==> src/rlsc_pkg.sv <==
`default_nettype none
package rlsc_pkg;
  localparam int COORD_BITS_DEF = 16;
  localparam int NUM_REGS = 4;
  localparam int MAX_MOVES = 4;
  localparam logic [3:0] CODE_LEFT   = 4'd1;
  localparam logic [3:0] CODE_RIGHT  = 4'd2;
  localparam logic [3:0] CODE_BOTTOM = 4'd4;
  localparam logic [3:0] CODE_TOP    = 4'd8;
  localparam logic [1:0] REG_MIN_X = 2'd0;
  localparam logic [1:0] REG_MAX_X = 2'd1;
  localparam logic [1:0] REG_MIN_Y = 2'd2;
  localparam logic [1:0] REG_MAX_Y = 2'd3;

  // Commands from the controller to the datapath.
  typedef struct packed {
    logic load;      // capture a new segment
    logic setup;     // prepare the next endpoint move (operands to divider)
    logic div_start; // start the divider
    logic commit;    // write the moved endpoint back
    logic finish;    // latch the result
    logic accept;    // result flag value
  } rlsc_cmd_t;

  // Status from the datapath to the controller.
  typedef struct packed {
    logic trivial_acc;
    logic trivial_rej;
    logic div_done;
  } rlsc_sts_t;
endpackage
`default_nettype wire

==> src/rlsc_div.sv <==
`default_nettype none
// Restoring divider, one quotient bit per cycle, magnitudes only.
module rlsc_div #(
  parameter int NB = 34,
  parameter int DB = 17
) (
  input  wire logic          clk,
  input  wire logic          rst_n,
  input  wire logic          start,
  input  wire logic [NB-1:0] num,
  input  wire logic [DB-1:0] den,
  output logic               done,
  output logic [NB-1:0]      quo
);
  localparam int CW = $clog2(NB + 1);
  logic [NB-1:0] quo_r, quo_nxt;
  logic [DB-1:0] rem_r, rem_nxt;
  logic [DB-1:0] den_r;
  logic [CW-1:0] cnt_r, cnt_nxt;
  logic          busy_r, busy_nxt, done_r, done_nxt;
  logic [DB:0]   trial;

  always_comb begin
    quo_nxt  = quo_r;
    rem_nxt  = rem_r;
    cnt_nxt  = cnt_r;
    busy_nxt = busy_r;
    done_nxt = 1'b0;
    trial    = {rem_r, quo_r[NB-1]};
    if (start) begin
      quo_nxt  = num;
      rem_nxt  = '0;
      cnt_nxt  = CW'(NB);
      busy_nxt = 1'b1;
    end else if (busy_r) begin
      if (trial >= {1'b0, den_r}) begin
        rem_nxt = DB'(trial - {1'b0, den_r});
        quo_nxt = {quo_r[NB-2:0], 1'b1};
      end else begin
        rem_nxt = trial[DB-1:0];
        quo_nxt = {quo_r[NB-2:0], 1'b0};
      end
      cnt_nxt = cnt_r - 1'b1;
      if (cnt_r == CW'(1)) begin
        busy_nxt = 1'b0;
        done_nxt = 1'b1;
      end
    end
  end

  always_ff @(posedge clk) begin
    if (!rst_n) begin
      busy_r <= 1'b0;
      done_r <= 1'b0;
      cnt_r  <= '0;
    end else begin
      busy_r <= busy_nxt;
      done_r <= done_nxt;
      cnt_r  <= cnt_nxt;
    end
    quo_r <= quo_nxt;
    rem_r <= rem_nxt;
    if (start) den_r <= den;
  end

  assign done = done_r;
  assign quo  = quo_r;
endmodule
`default_nettype wire

==> src/rlsc_datapath.sv <==
`default_nettype none
module rlsc_datapath #(
  parameter int COORD_BITS = rlsc_pkg::COORD_BITS_DEF
) (
  input  wire logic                          clk,
  input  wire logic                          rst_n,
  input  wire rlsc_pkg::rlsc_cmd_t           cmd,
  output rlsc_pkg::rlsc_sts_t                sts,
  input  wire logic signed [COORD_BITS-1:0]  min_x,
  input  wire logic signed [COORD_BITS-1:0]  max_x,
  input  wire logic signed [COORD_BITS-1:0]  min_y,
  input  wire logic signed [COORD_BITS-1:0]  max_y,
  input  wire logic [4*COORD_BITS-1:0]       seg_in,
  output logic                               res_acc,
  output logic [4*COORD_BITS-1:0]            res_out
);
  import rlsc_pkg::*;
  localparam int W  = COORD_BITS;
  localparam int DW = W + 1;      // differences
  localparam int PW = 2 * DW;     // products

  logic signed [W-1:0] sx_r, sy_r, ex_r, ey_r;
  logic [3:0] cs, ce;
  logic       sel_end_r;
  logic       vert_r;            // edge is horizontal line: solve for x
  logic signed [W-1:0] base_r, edge_r;
  logic       neg_r;
  logic [PW-1:0] prod_r;
  logic [DW-1:0] den_mag_r;
  logic       acc_r;
  logic [4*W-1:0] out_r;
  logic [PW-1:0] quo;
  logic       div_done;

  function automatic logic [3:0] outcode(input logic signed [W-1:0] x,
                                         input logic signed [W-1:0] y);
    logic [3:0] c;
    c = '0;
    if (x < min_x) c = c | CODE_LEFT;
    if (x > max_x) c = c | CODE_RIGHT;
    if (y < min_y) c = c | CODE_BOTTOM;
    if (y > max_y) c = c | CODE_TOP;
    return c;
  endfunction

  assign cs = outcode(sx_r, sy_r);
  assign ce = outcode(ex_r, ey_r);
  // Fields from the top: trivial_acc, trivial_rej, div_done.
  assign sts = {((cs | ce) == 4'd0), ((cs & ce) != 4'd0), div_done};

  // Operand selection for the endpoint being moved.
  logic              use_end;
  logic [3:0]        code;
  logic signed [W-1:0] px, py, qx, qy;
  logic signed [DW-1:0] dx, dy, a, b, c;
  logic              vert;
  logic signed [W-1:0] edge_v, base_v;
  logic signed [PW-1:0] p;

  always_comb begin
    use_end = (cs == 4'd0);
    code = use_end ? ce : cs;
    px = use_end ? ex_r : sx_r;
    py = use_end ? ey_r : sy_r;
    qx = use_end ? sx_r : ex_r;
    qy = use_end ? sy_r : ey_r;
    dx = DW'(qx) - DW'(px);
    dy = DW'(qy) - DW'(py);
    vert = 1'b1;
    edge_v = max_y;
    base_v = px;
    a = dx;
    b = DW'(max_y) - DW'(py);
    c = dy;
    priority if ((code & CODE_TOP) != 4'd0) begin
      edge_v = max_y;
    end else if ((code & CODE_BOTTOM) != 4'd0) begin
      edge_v = min_y;
      b = DW'(min_y) - DW'(py);
    end else if ((code & CODE_LEFT) != 4'd0) begin
      vert = 1'b0; edge_v = min_x; base_v = py;
      a = dy; b = DW'(min_x) - DW'(px); c = dx;
    end else begin
      vert = 1'b0; edge_v = max_x; base_v = py;
      a = dy; b = DW'(max_x) - DW'(px); c = dx;
    end
    p = PW'(a) * PW'(b);
  end

  // Registered product feeds the divider; magnitudes and sign split here.
  always_ff @(posedge clk) begin
    if (cmd.load) begin
      sx_r <= seg_in[W-1:0];
      sy_r <= seg_in[2*W-1:W];
      ex_r <= seg_in[3*W-1:2*W];
      ey_r <= seg_in[4*W-1:3*W];
    end else if (cmd.commit) begin
      if (sel_end_r) begin
        if (vert_r) begin
          ex_r <= W'(base_r + (neg_r ? -$signed(quo[W-1:0]) : $signed(quo[W-1:0])));
          ey_r <= edge_r;
        end else begin
          ey_r <= W'(base_r + (neg_r ? -$signed(quo[W-1:0]) : $signed(quo[W-1:0])));
          ex_r <= edge_r;
        end
      end else begin
        if (vert_r) begin
          sx_r <= W'(base_r + (neg_r ? -$signed(quo[W-1:0]) : $signed(quo[W-1:0])));
          sy_r <= edge_r;
        end else begin
          sy_r <= W'(base_r + (neg_r ? -$signed(quo[W-1:0]) : $signed(quo[W-1:0])));
          sx_r <= edge_r;
        end
      end
    end
    if (cmd.setup) begin
      sel_end_r <= use_end;
      vert_r    <= vert;
      base_r    <= base_v;
      edge_r    <= edge_v;
      neg_r     <= p[PW-1] ^ c[DW-1];
      prod_r    <= p[PW-1] ? PW'(-p) : PW'(p);
      den_mag_r <= c[DW-1] ? DW'(-c) : DW'(c);
    end
    if (cmd.finish) begin
      out_r <= cmd.accept ? {ey_r, ex_r, sy_r, sx_r} : '0;
    end
  end

  always_ff @(posedge clk) begin
    if (!rst_n) acc_r <= 1'b0;
    else if (cmd.finish) acc_r <= cmd.accept;
  end

  rlsc_div #(.NB(PW), .DB(DW)) u_div (
    .clk(clk), .rst_n(rst_n), .start(cmd.div_start),
    .num(prod_r), .den(den_mag_r), .done(div_done), .quo(quo)
  );

  assign res_acc = acc_r;
  assign res_out = out_r;
endmodule
`default_nettype wire

==> src/rlsc_ctrl.sv <==
`default_nettype none
module rlsc_ctrl (
  input  wire logic                clk,
  input  wire logic                rst_n,
  input  wire logic                in_fire,
  input  wire logic                out_fire,
  output logic                     in_ready,
  output logic                     out_valid,
  output rlsc_pkg::rlsc_cmd_t      cmd,
  input  wire rlsc_pkg::rlsc_sts_t sts
);
  import rlsc_pkg::*;
  typedef enum logic [2:0] {
    S_IDLE, S_EVAL, S_START, S_DIV, S_OUT
  } state_t;
  state_t state_r;
  logic [2:0] moves_r;
  logic       valid_r;

  always_comb begin
    cmd = '0;
    cmd.load = in_fire;
    unique case (state_r)
      S_EVAL: begin
        if (sts.trivial_acc) begin
          cmd.finish = 1'b1; cmd.accept = 1'b1;
        end else if (sts.trivial_rej || moves_r == 3'(MAX_MOVES)) begin
          cmd.finish = 1'b1;
        end else begin
          cmd.setup = 1'b1;
        end
      end
      S_START: cmd.div_start = 1'b1;
      S_DIV:   cmd.commit = sts.div_done;
      default: ;
    endcase
  end

  always_ff @(posedge clk) begin
    if (!rst_n) begin
      state_r <= S_IDLE;
      moves_r <= '0;
      valid_r <= 1'b0;
    end else begin
      unique case (state_r)
        S_IDLE: if (in_fire) begin
          state_r <= S_EVAL;
          moves_r <= '0;
        end
        S_EVAL: begin
          if (cmd.finish) begin
            state_r <= S_OUT;
            valid_r <= 1'b1;
          end else begin
            state_r <= S_START;
          end
        end
        S_START: state_r <= S_DIV;
        S_DIV: if (sts.div_done) begin
          moves_r <= moves_r + 3'd1;
          state_r <= S_EVAL;
        end
        S_OUT: if (out_fire) begin
          valid_r <= 1'b0;
          state_r <= S_IDLE;
        end
        default: state_r <= S_IDLE;
      endcase
    end
  end

  assign in_ready  = (state_r == S_IDLE);
  assign out_valid = valid_r;
endmodule
`default_nettype wire

==> src/rect_line_segment_clipper_core.sv <==
`default_nettype none
// Cohen-Sutherland clipper: takes one segment at a time and returns one result per
// segment. A trivially accepted or rejected segment is finished without a divide;
// each endpoint move, at most four per segment, uses the shared one-bit-per-cycle
// divider.
// Registers: 0 min_x, 1 max_x, 2 min_y, 3 max_y at byte addresses 0, 4, 8, 12.
module rect_line_segment_clipper_core #(
  parameter int COORD_BITS = rlsc_pkg::COORD_BITS_DEF
) (
  input  wire logic                    clk,
  input  wire logic                    rst_n,
  input  wire logic                    in_tvalid,
  output logic                         in_tready,
  // start_x, start_y, end_x, end_y
  input  wire logic [((4*COORD_BITS+7)/8)*8-1:0] in_tdata,
  output logic                         out_tvalid,
  input  wire logic                    out_tready,
  // accepted, clip_start_x, clip_start_y, clip_end_x, clip_end_y
  output logic [((4*COORD_BITS+8)/8)*8-1:0] out_tdata,
  input  wire logic                    cfg_psel,
  input  wire logic                    cfg_penable,
  input  wire logic                    cfg_pwrite,
  input  wire logic [3:0]              cfg_paddr,
  input  wire logic [31:0]             cfg_pwdata,
  output logic [31:0]                  cfg_prdata,
  output logic                         cfg_pready
);
  import rlsc_pkg::*;
  localparam int W = COORD_BITS;
  localparam int OW = ((4*COORD_BITS+8)/8)*8;

  logic signed [W-1:0] min_x_r, max_x_r, min_y_r, max_y_r;
  logic [1:0] ridx;
  rlsc_cmd_t cmd;
  rlsc_sts_t sts;
  logic res_acc;
  logic [4*W-1:0] res_out;

  assign cfg_pready = 1'b1;
  assign ridx = cfg_paddr[3:2];

  always_ff @(posedge clk) begin
    if (!rst_n) begin
      min_x_r <= '0;
      max_x_r <= W'(1023);
      min_y_r <= '0;
      max_y_r <= W'(1023);
    end else if (cfg_psel && cfg_penable && cfg_pwrite && cfg_paddr[1:0] == 2'd0) begin
      unique case (ridx)
        REG_MIN_X: min_x_r <= cfg_pwdata[W-1:0];
        REG_MAX_X: max_x_r <= cfg_pwdata[W-1:0];
        REG_MIN_Y: min_y_r <= cfg_pwdata[W-1:0];
        REG_MAX_Y: max_y_r <= cfg_pwdata[W-1:0];
        default: ;
      endcase
    end
  end

  always_comb begin
    unique case (ridx)
      REG_MIN_X: cfg_prdata = 32'(min_x_r);
      REG_MAX_X: cfg_prdata = 32'(max_x_r);
      REG_MIN_Y: cfg_prdata = 32'(min_y_r);
      REG_MAX_Y: cfg_prdata = 32'(max_y_r);
      default:   cfg_prdata = '0;
    endcase
  end

  rlsc_ctrl u_ctrl (
    .clk(clk), .rst_n(rst_n),
    .in_fire(in_tvalid && in_tready), .out_fire(out_tvalid && out_tready),
    .in_ready(in_tready), .out_valid(out_tvalid), .cmd(cmd), .sts(sts)
  );

  rlsc_datapath #(.COORD_BITS(COORD_BITS)) u_dp (
    .clk(clk), .rst_n(rst_n), .cmd(cmd), .sts(sts),
    .min_x(min_x_r), .max_x(max_x_r), .min_y(min_y_r), .max_y(max_y_r),
    .seg_in(in_tdata[4*W-1:0]), .res_acc(res_acc), .res_out(res_out)
  );

  assign out_tdata = OW'({res_out, res_acc});
endmodule
`default_nettype wire

==> config.mk <==
export PLATFORM = sky130hd
export DESIGN_NAME = rect_line_segment_clipper_core
export DESIGN_NICKNAME = d
export VERILOG_FILES = /design/src/rlsc_pkg.sv /design/src/rlsc_div.sv /design/src/rlsc_datapath.sv /design/src/rlsc_ctrl.sv /design/src/rect_line_segment_clipper_core.sv
export SDC_FILE = /design/constraint.sdc
export NUM_CORES = 2
export LEC_CHECK = 0
export ABC_AREA = 1
export ABC_CLOCK_PERIOD_IN_PS = 12800
export BUFFER_PORTS_ARGS = -buffer_cell sky130_fd_sc_hd__clkbuf_2
export CAP_MARGIN = 10
export CORE_MARGIN = 8
export CORE_UTILIZATION = 25
export CTS_BUF_LIST = sky130_fd_sc_hd__clkbuf_4
export DETAILED_ROUTE_END_ITERATION = 8
export PLACE_DENSITY_LB_ADDON = 0.05
export SLEW_MARGIN = 20
export SYNTH_ARGS = -nofsm -noshare
export SYNTH_HDL_FRONTEND = slang
export SYNTH_SLANG_ARGS = --single-unit
==> constraint.sdc <==
create_clock -name clk -period 12.8 [get_ports clk]
set_input_delay 2.56 -clock clk [delete_from_list [all_inputs] [get_ports clk]]
set_output_delay 2.56 -clock clk [all_outputs]
set_load 0.03 [all_outputs]
* Word-level counts from Yosys, hierarchy flattened
Index checks and enable logic that the tools add are counted.
** Cells by class
- Add/sub/neg operators :: 13
- Multiply operators :: 1
- Magnitude comparators :: 9
- Eq/ne operators :: 14
- Multiplexer cells :: 74
- Bitwise gates (word level) :: 5
- Reduce and logical (&&, ||, !) cells :: 28
** Operator list (count)
- 16-bit 2-to-1 mux :: 25
- 17-bit 2-to-1 mux :: 8
- 32-bit one-hot mux with 4 select lines :: 1
- 16-bit by 16-bit subtractor with 17-bit output :: 6
- 34-bit 2-to-1 mux :: 2
- 16-bit > comparator :: 4
- 16-bit < comparator :: 4
- 17-bit by 17-bit multiplier with 34-bit output :: 1
- 34-bit negation :: 1
- 33-bit 2-to-1 mux :: 1
- 3-bit 2-to-1 mux :: 8
- 18-bit by 17-bit greater-or-equal comparator with 1-bit output :: 1
- 1-bit 2-to-1 mux :: 18
- 17-bit negation :: 1
- 17-bit subtractor :: 1
- 16-bit adder :: 1
- 16-bit negation :: 1
- 3-bit one-hot mux with 5 select lines :: 1
- 4-bit 2-to-1 mux :: 3
- 6-bit 2-to-1 mux :: 2
- 2-bit AND reduction :: 6
- 2-bit nonzero test :: 5
- 3-bit AND reduction :: 3
- 4-bit logical NOT :: 2
- other kinds (24) :: 38
** Word-level totals
- Register bits :: 362
- Input bits :: 107
- Output and inout port bits :: 107
- Word-level logic and storage cells :: 173

* Logic depth before layout (Yosys ltp)
- Depth in word-level cells :: 14
- Gate-level depth with buffers :: 79
- Gate-level depth less buffers :: 75

* Hierarchy
Synthesis repeated with hierarchy kept, for this count alone.
** Second synthesis, totals
- Cell total of the unflattened synthesis :: 5106
- Area, all modules :: 38309.2 sq um
** By module, submodules not included
- rlsc_datapath :: times used 1, cells each 3906, area an instance 29971.2 sq um, sequential area each 6446.2 sq um
- rlsc_div :: times used 1, cells each 566, area an instance 4336.7 sq um, sequential area each 2031.9 sq um
- rect_line_segment_clipper_core :: times used 1, cells each 560, area an instance 3530.9 sq um, sequential area each 1281.2 sq um
- rlsc_ctrl :: times used 1, cells each 74, area an instance 470.5 sq um, sequential area each 140.1 sq um

* Worst setup path after synthesis
No wires, ideal clock.
- Kind :: register -> register
- Start point :: register u_dp.sy_r[13]
- End point :: register u_dp.prod_r[31] (data pin)
- Setup time :: 0.264 ns
- Arrival :: 10.873 ns
- Data required time :: 12.536 ns
- Slack :: 1.664 ns
- Stages on the path, launching flop included :: 71
- Buffers on the path :: 4
- Clock period less this slack :: 11.136 ns
- Cells stage by stage :: edfxtp_1 ha_1 nand2_1 inv_1 o21ai_1 nand2_1 nor2_1 nand3_1 nand3_4 nand2_4 nor2_8 buf_6 buf_6 nand2_1 nand2_1 clkbuf_1 nand2_1 o21ai_0 (+35 left out) nor2_1 nor3b_1 nand4_1 nand3_1 nand3_1 nand2_1 nand3_1 nand2_1 xnor2_1 nand2_1 nor2_1 inv_1 or2_2 nor2_1 nand2_1 nand2_1 nand2_1 xnor2_1
** Between the ends
- Longest elaborated chain between the ends :: 12
- Elaborated cells on any way between the ends :: 24
- Classes of those cells :: add/sub: 7; mul: 1; order compare: 2; mux: 13; reduce/logical: 1
** RTL lines
- from (decl) :: line rlsc_datapath.sv:22 : logic signed [W-1:0] sx_r, sy_r, ex_r, ey_r;
- from (signal assigned) :: line rlsc_datapath.sv:94 : sy_r <= seg_in[2*W-1:W];
- from (signal assigned) :: line rlsc_datapath.sv:109 : sy_r <= edge_r;
- from (signal assigned) :: line rlsc_datapath.sv:111 : sy_r <= W'(base_r + (neg_r ? -$signed(quo[W-1:0]) : $signed(quo[W-1:0])));
- 16-bit < comparator :: line rlsc_datapath.sv:41 : if (y < min_y) c = c | CODE_BOTTOM;
- 3-bit 2-to-1 mux :: line rlsc_datapath.sv:41
- 4-bit 2-to-1 mux * :: line rlsc_datapath.sv:42 : if (y > max_y) c = c | CODE_TOP;
- 4-bit logical NOT * :: line rlsc_datapath.sv:61 : use_end = (cs == 4'd0);
- net u_dp.use_end :: line rlsc_datapath.sv:52 : logic use_end;
- 16-bit 2-to-1 mux :: line rlsc_datapath.sv:63 : px = use_end ? ex_r : sx_r;
- 16-bit by 16-bit subtractor with 17-bit output, on equally long branches :: line rlsc_datapath.sv:85, rlsc_datapath.sv:82
- 17-bit 2-to-1 mux :: line rlsc_datapath.sv:80 : end else if ((code & CODE_LEFT) != 4'd0) begin
- 17-bit 2-to-1 mux :: line rlsc_datapath.sv:77 : end else if ((code & CODE_BOTTOM) != 4'd0) begin
- 17-bit 2-to-1 mux :: line rlsc_datapath.sv:75 : priority if ((code & CODE_TOP) != 4'd0) begin
- 17-bit by 17-bit multiplier with 34-bit output * :: line rlsc_datapath.sv:87 : p = PW'(a) * PW'(b);
- 34-bit negation :: line rlsc_datapath.sv:122 : prod_r <= p[PW-1] ? PW'(-p) : PW'(p);
- 33-bit 2-to-1 mux * :: line rlsc_datapath.sv:122
- to (signal assigned) :: line rlsc_datapath.sv:122
- to (decl) :: line rlsc_datapath.sv:28 : logic [PW-1:0] prod_r;
The timed path passes the listed nets; every way through them passes the cells marked *.
A chain may end at the register's enable or synchronous reset.

* Worst setup path after layout
- Start point :: register min_x_r[1]
- End point :: register u_dp.prod_r[32] (data pin)
** Between the ends
- Longest elaborated chain between the ends :: 14
- Elaborated cells on any way between the ends :: 30
- Classes of those cells :: add/sub: 7; mul: 1; order compare: 2; mux: 19; reduce/logical: 1
** RTL lines
- from (decl) :: line rect_line_segment_clipper_core.sv:32 : logic signed [W-1:0] min_x_r, max_x_r, min_y_r, max_y_r;
- from (signal assigned) :: line rect_line_segment_clipper_core.sv:50 : REG_MIN_X: min_x_r <= cfg_pwdata[W-1:0];
- 16-bit < comparator :: line rlsc_datapath.sv:39 : if (x < min_x) c = c | CODE_LEFT;
- 1-bit 2-to-1 mux :: line rlsc_datapath.sv:39
- 2-bit 2-to-1 mux :: line rlsc_datapath.sv:40 : if (x > max_x) c = c | CODE_RIGHT;
- 3-bit 2-to-1 mux :: line rlsc_datapath.sv:41
- 4-bit 2-to-1 mux :: line rlsc_datapath.sv:42
- 4-bit logical NOT :: line rlsc_datapath.sv:61
- 16-bit 2-to-1 mux :: line rlsc_datapath.sv:63
- 16-bit by 16-bit subtractor with 17-bit output, on equally long branches :: line rlsc_datapath.sv:85, rlsc_datapath.sv:82
- 17-bit 2-to-1 mux :: line rlsc_datapath.sv:80
- 17-bit 2-to-1 mux :: line rlsc_datapath.sv:77
- 17-bit 2-to-1 mux :: line rlsc_datapath.sv:75
- 17-bit by 17-bit multiplier with 34-bit output * :: line rlsc_datapath.sv:87
- 34-bit negation :: line rlsc_datapath.sv:122
- 33-bit 2-to-1 mux * :: line rlsc_datapath.sv:122
Mark *: on every way between the ends. The rest lies on a longest branch, timed or not.

==> flow_metrics.env <==
export IMPL_cts_root_buffer_cell="clkbuf_4"
export IMPL_fmax_mhz=83.9
export IMPL_hold_viol=0
export IMPL_clk_transition_reported_paths_ns=0.06
export IMPL_yosys_top_cells_count="nand2_1, inv_1, nor2_1, fa_1, ha_1"
export IMPL_ys_top_cells_by_area="edfxtp_1, fa_1, nand2_1, ha_1, inv_1"
export IMPL_detail_route_vias_per_cell=4.59
export IMPL_max_cap_violations=0
export IMPL_status="finished clean"
export IMPL_core_area_um2=146000
export IMPL_path_class="reg -> reg"
export IMPL_hold_path_class="reg -> reg"
export IMPL_worstPathRequired_ns=13.49
export IMPL_yosys_warnings=0
export IMPL_antenna_found_initial=6
export IMPL_grt_pass1_vias=33520
export IMPL_period_share_pct=93.1
export IMPL_cpPeakStageDelay_ns=0.57
export IMPL_cts_made_buffers=114
export IMPL_totalWireLength_um=162000
export IMPL_final_cells=7188
export IMPL_place_congestion=0.880
export IMPL_cts_tree="done"
export IMPL_clk_latency_ns=1.08
export IMPL_synth_edf_count=265
export IMPL_slowest_stage="fa_1"
export IMPL_yosysMostFrequentCell="nand2_1"
export IMPL_start_kind="register"
export IMPL_final_net_count=5883
export IMPL_nFillCells=16052
export IMPL_start_util_pct=25.2
export IMPL_die_h_um=399
export IMPL_chipWidth_um=399
export IMPL_post_drt_wl_per_cell_um=22.6
export IMPL_cts_hold_buffers=0
export IMPL_finalSetupViolCount=0
export IMPL_clock_skew_ns=0.168
export IMPL_finalMaxSlewViolations=0
export IMPL_yosysTopAreaCellShare_pct=21.7
export IMPL_dp_cells=6970
export IMPL_synth_largest_area_cell="edfxtp_1"
export IMPL_slew_headroom_pct=23.9
export IMPL_final_min_clock_period_ns=11.92
export IMPL_grt_max_degree=67
export IMPL_ys_async_sr_fraction_pct=0
export IMPL_end_kind="register"
export IMPL_avgSynthCellArea_um2=7.85
export IMPL_io_pins=214
export IMPL_drt_pass1_iterations=5
export IMPL_dp_hpwl_um=136000
export IMPL_drc=0
export IMPL_cpMostUsedCell="nand2_1"
export IMPL_seqCellArea_um2=9910
export IMPL_fin_setup_tns_ns=0
export IMPL_tightest_slew_ns=1.14
export IMPL_dieArea_um2=159000
export IMPL_syn_inst=4668
export IMPL_grt_usage_pct=20.3
export IMPL_syn_cell_area_um2=36700
export IMPL_vias=32993
export IMPL_area_delta_synth_final_pct=19.1
export IMPL_multi_input_area_um2=23400
export IMPL_cts_sinks=362
export IMPL_rows=140
export IMPL_arrival_ns=12.61
export IMPL_synth_seq_cells=362
export IMPL_ys_flop_type="edfxtp_1"
export IMPL_ys_seq_area_share_pct=27.0
export IMPL_ant_nets=0
export IMPL_drt_iter0_markers=2326
export IMPL_portBuffers=189
export IMPL_post_route_cells_drive_above_1_share_pct=16.2
export IMPL_cp_max_fo=11
export IMPL_grt_overflow_total=0
export IMPL_clockBufferDepth=3
export IMPL_grt_pass1_wl_um=236000
export IMPL_htree_levels=3
export IMPL_ys_types=60
[final timing paths]
kind,from,to,slack (ns),cells after the start
worst max register to register,min_x_r[1]$_SDFFE_PN0P_,u_dp.prod_r[32]$_DFFE_PP_,0.88,65
worst max-delay path,min_x_r[1]$_SDFFE_PN0P_,u_dp.prod_r[32]$_DFFE_PP_,0.88,65
worst min register to register,u_dp.den_mag_r[4]$_DFFE_PP_,u_dp.u_div.den_r[4]$_DFFE_PP_,0.42,0
worst min-delay path,u_dp.den_mag_r[4]$_DFFE_PP_,u_dp.u_div.den_r[4]$_DFFE_PP_,0.42,0
[per-stage QoR]
stage	area [µm²]	hold WS, ns	setup slack [ns]	util [%]
3_5_place_dp	41900	0.405	0.251	28.8
6_report	43700	0.418	0.878	30.0
3_3_place_gp	41900	0.404	0.250	28.8
4_1_cts	43400	0.419	0.126	29.8
2_1_floorplan	36700	0.400	1.66	-
5_1_grt	43700	0.425	-0.0191	30.0
[state kept, by name, summed over array words and instances (netlist names), 17 cells and up]
signal / cells
u_dp.u_div.quo: 34
u_dp.u_div.den_r: 17
u_dp.prod_r: 34
u_dp.res_out: 64
u_dp.u_div.rem_r: 17
u_dp.den_mag_r: 17
[cell type report]
| cell class | instances | area share (%) |
|---|---|---|
| multi-input cells | 3391 | 53.5 |
| flip-flops and latches | 362 | 22.7 |
| repair buffers | 526 | 8.19 |
| inverters | 782 | 6.74 |
| well taps | 1917 | 5.49 |
| clock buffers | 174 | 2.99 |
| clock inverters | 33 | 0.364 |
| diodes | 3 | 0.0172 |
[placed cells by master (no fill, tap or decap), drive strengths merged, types with 5 or more instances in the layout]
cell type	count
nor4	13
o21ai	281
nand4	29
xor2	108
nand3	182
edfxtp	265
clkinv	35
a21o	8
nand3b	12
clkbuf	363
a21oi	274
inv	776
nor3	44
fa	302
nand2	1219
xnor2	47
o31ai	6
conb	8
o22ai	5
dfxtp	97
o21bai	40
o2111ai	13
or2	8
ha	297
o221ai	22
o21a	13
nor2	394
a31oi	10
o211ai	33
buf	337
[critical path: cells and delay by family (launching register included)]
family                     cells  cell delay [ns]
buffers and inverters         15             1.94
AOI/OAI and AO/OA             17             2.63
DFF                            1             0.34
adders and majority gates     10             4.17
and+or+nand+nor               21             2.10
xor gates and xnor gates       2             0.37
[cell families (layout without fill, tap and decap cells)]
kind of cell / after synthesis / in the layout / synth area share (%)
flops: 362 / 362 / 27.0
xor+xnor: 155 / 155 / 3.70
mux: 4 / 4 / 0.109
buf+inv: 921 / 1515 / 9.92
simple gates: 1908 / 1908 / 21.4
other cells: 2 / 11 / 0.0205
compound gates: 717 / 717 / 11.3
fa+ha+maj: 599 / 599 / 26.6
[metal layers]
layer  GRT usage (%)  vias up  part of all wire (%)
li1                -    16069                     -
met3            2.41      131                   5.7
met4            3.74        0                   1.5
met5               0        -                     0
met2            31.7      840                    43
met1            30.2    15953                    49
[repair_timing]
action / CTS / global route
resized for setup: 0 / 63
endpoints found under the setup margin: 0 / 34
buffers inserted: 0 / 8
Power is not shown: default switching activity piles up to over one toggle a cycle in this logic, so the estimate is an artifact.
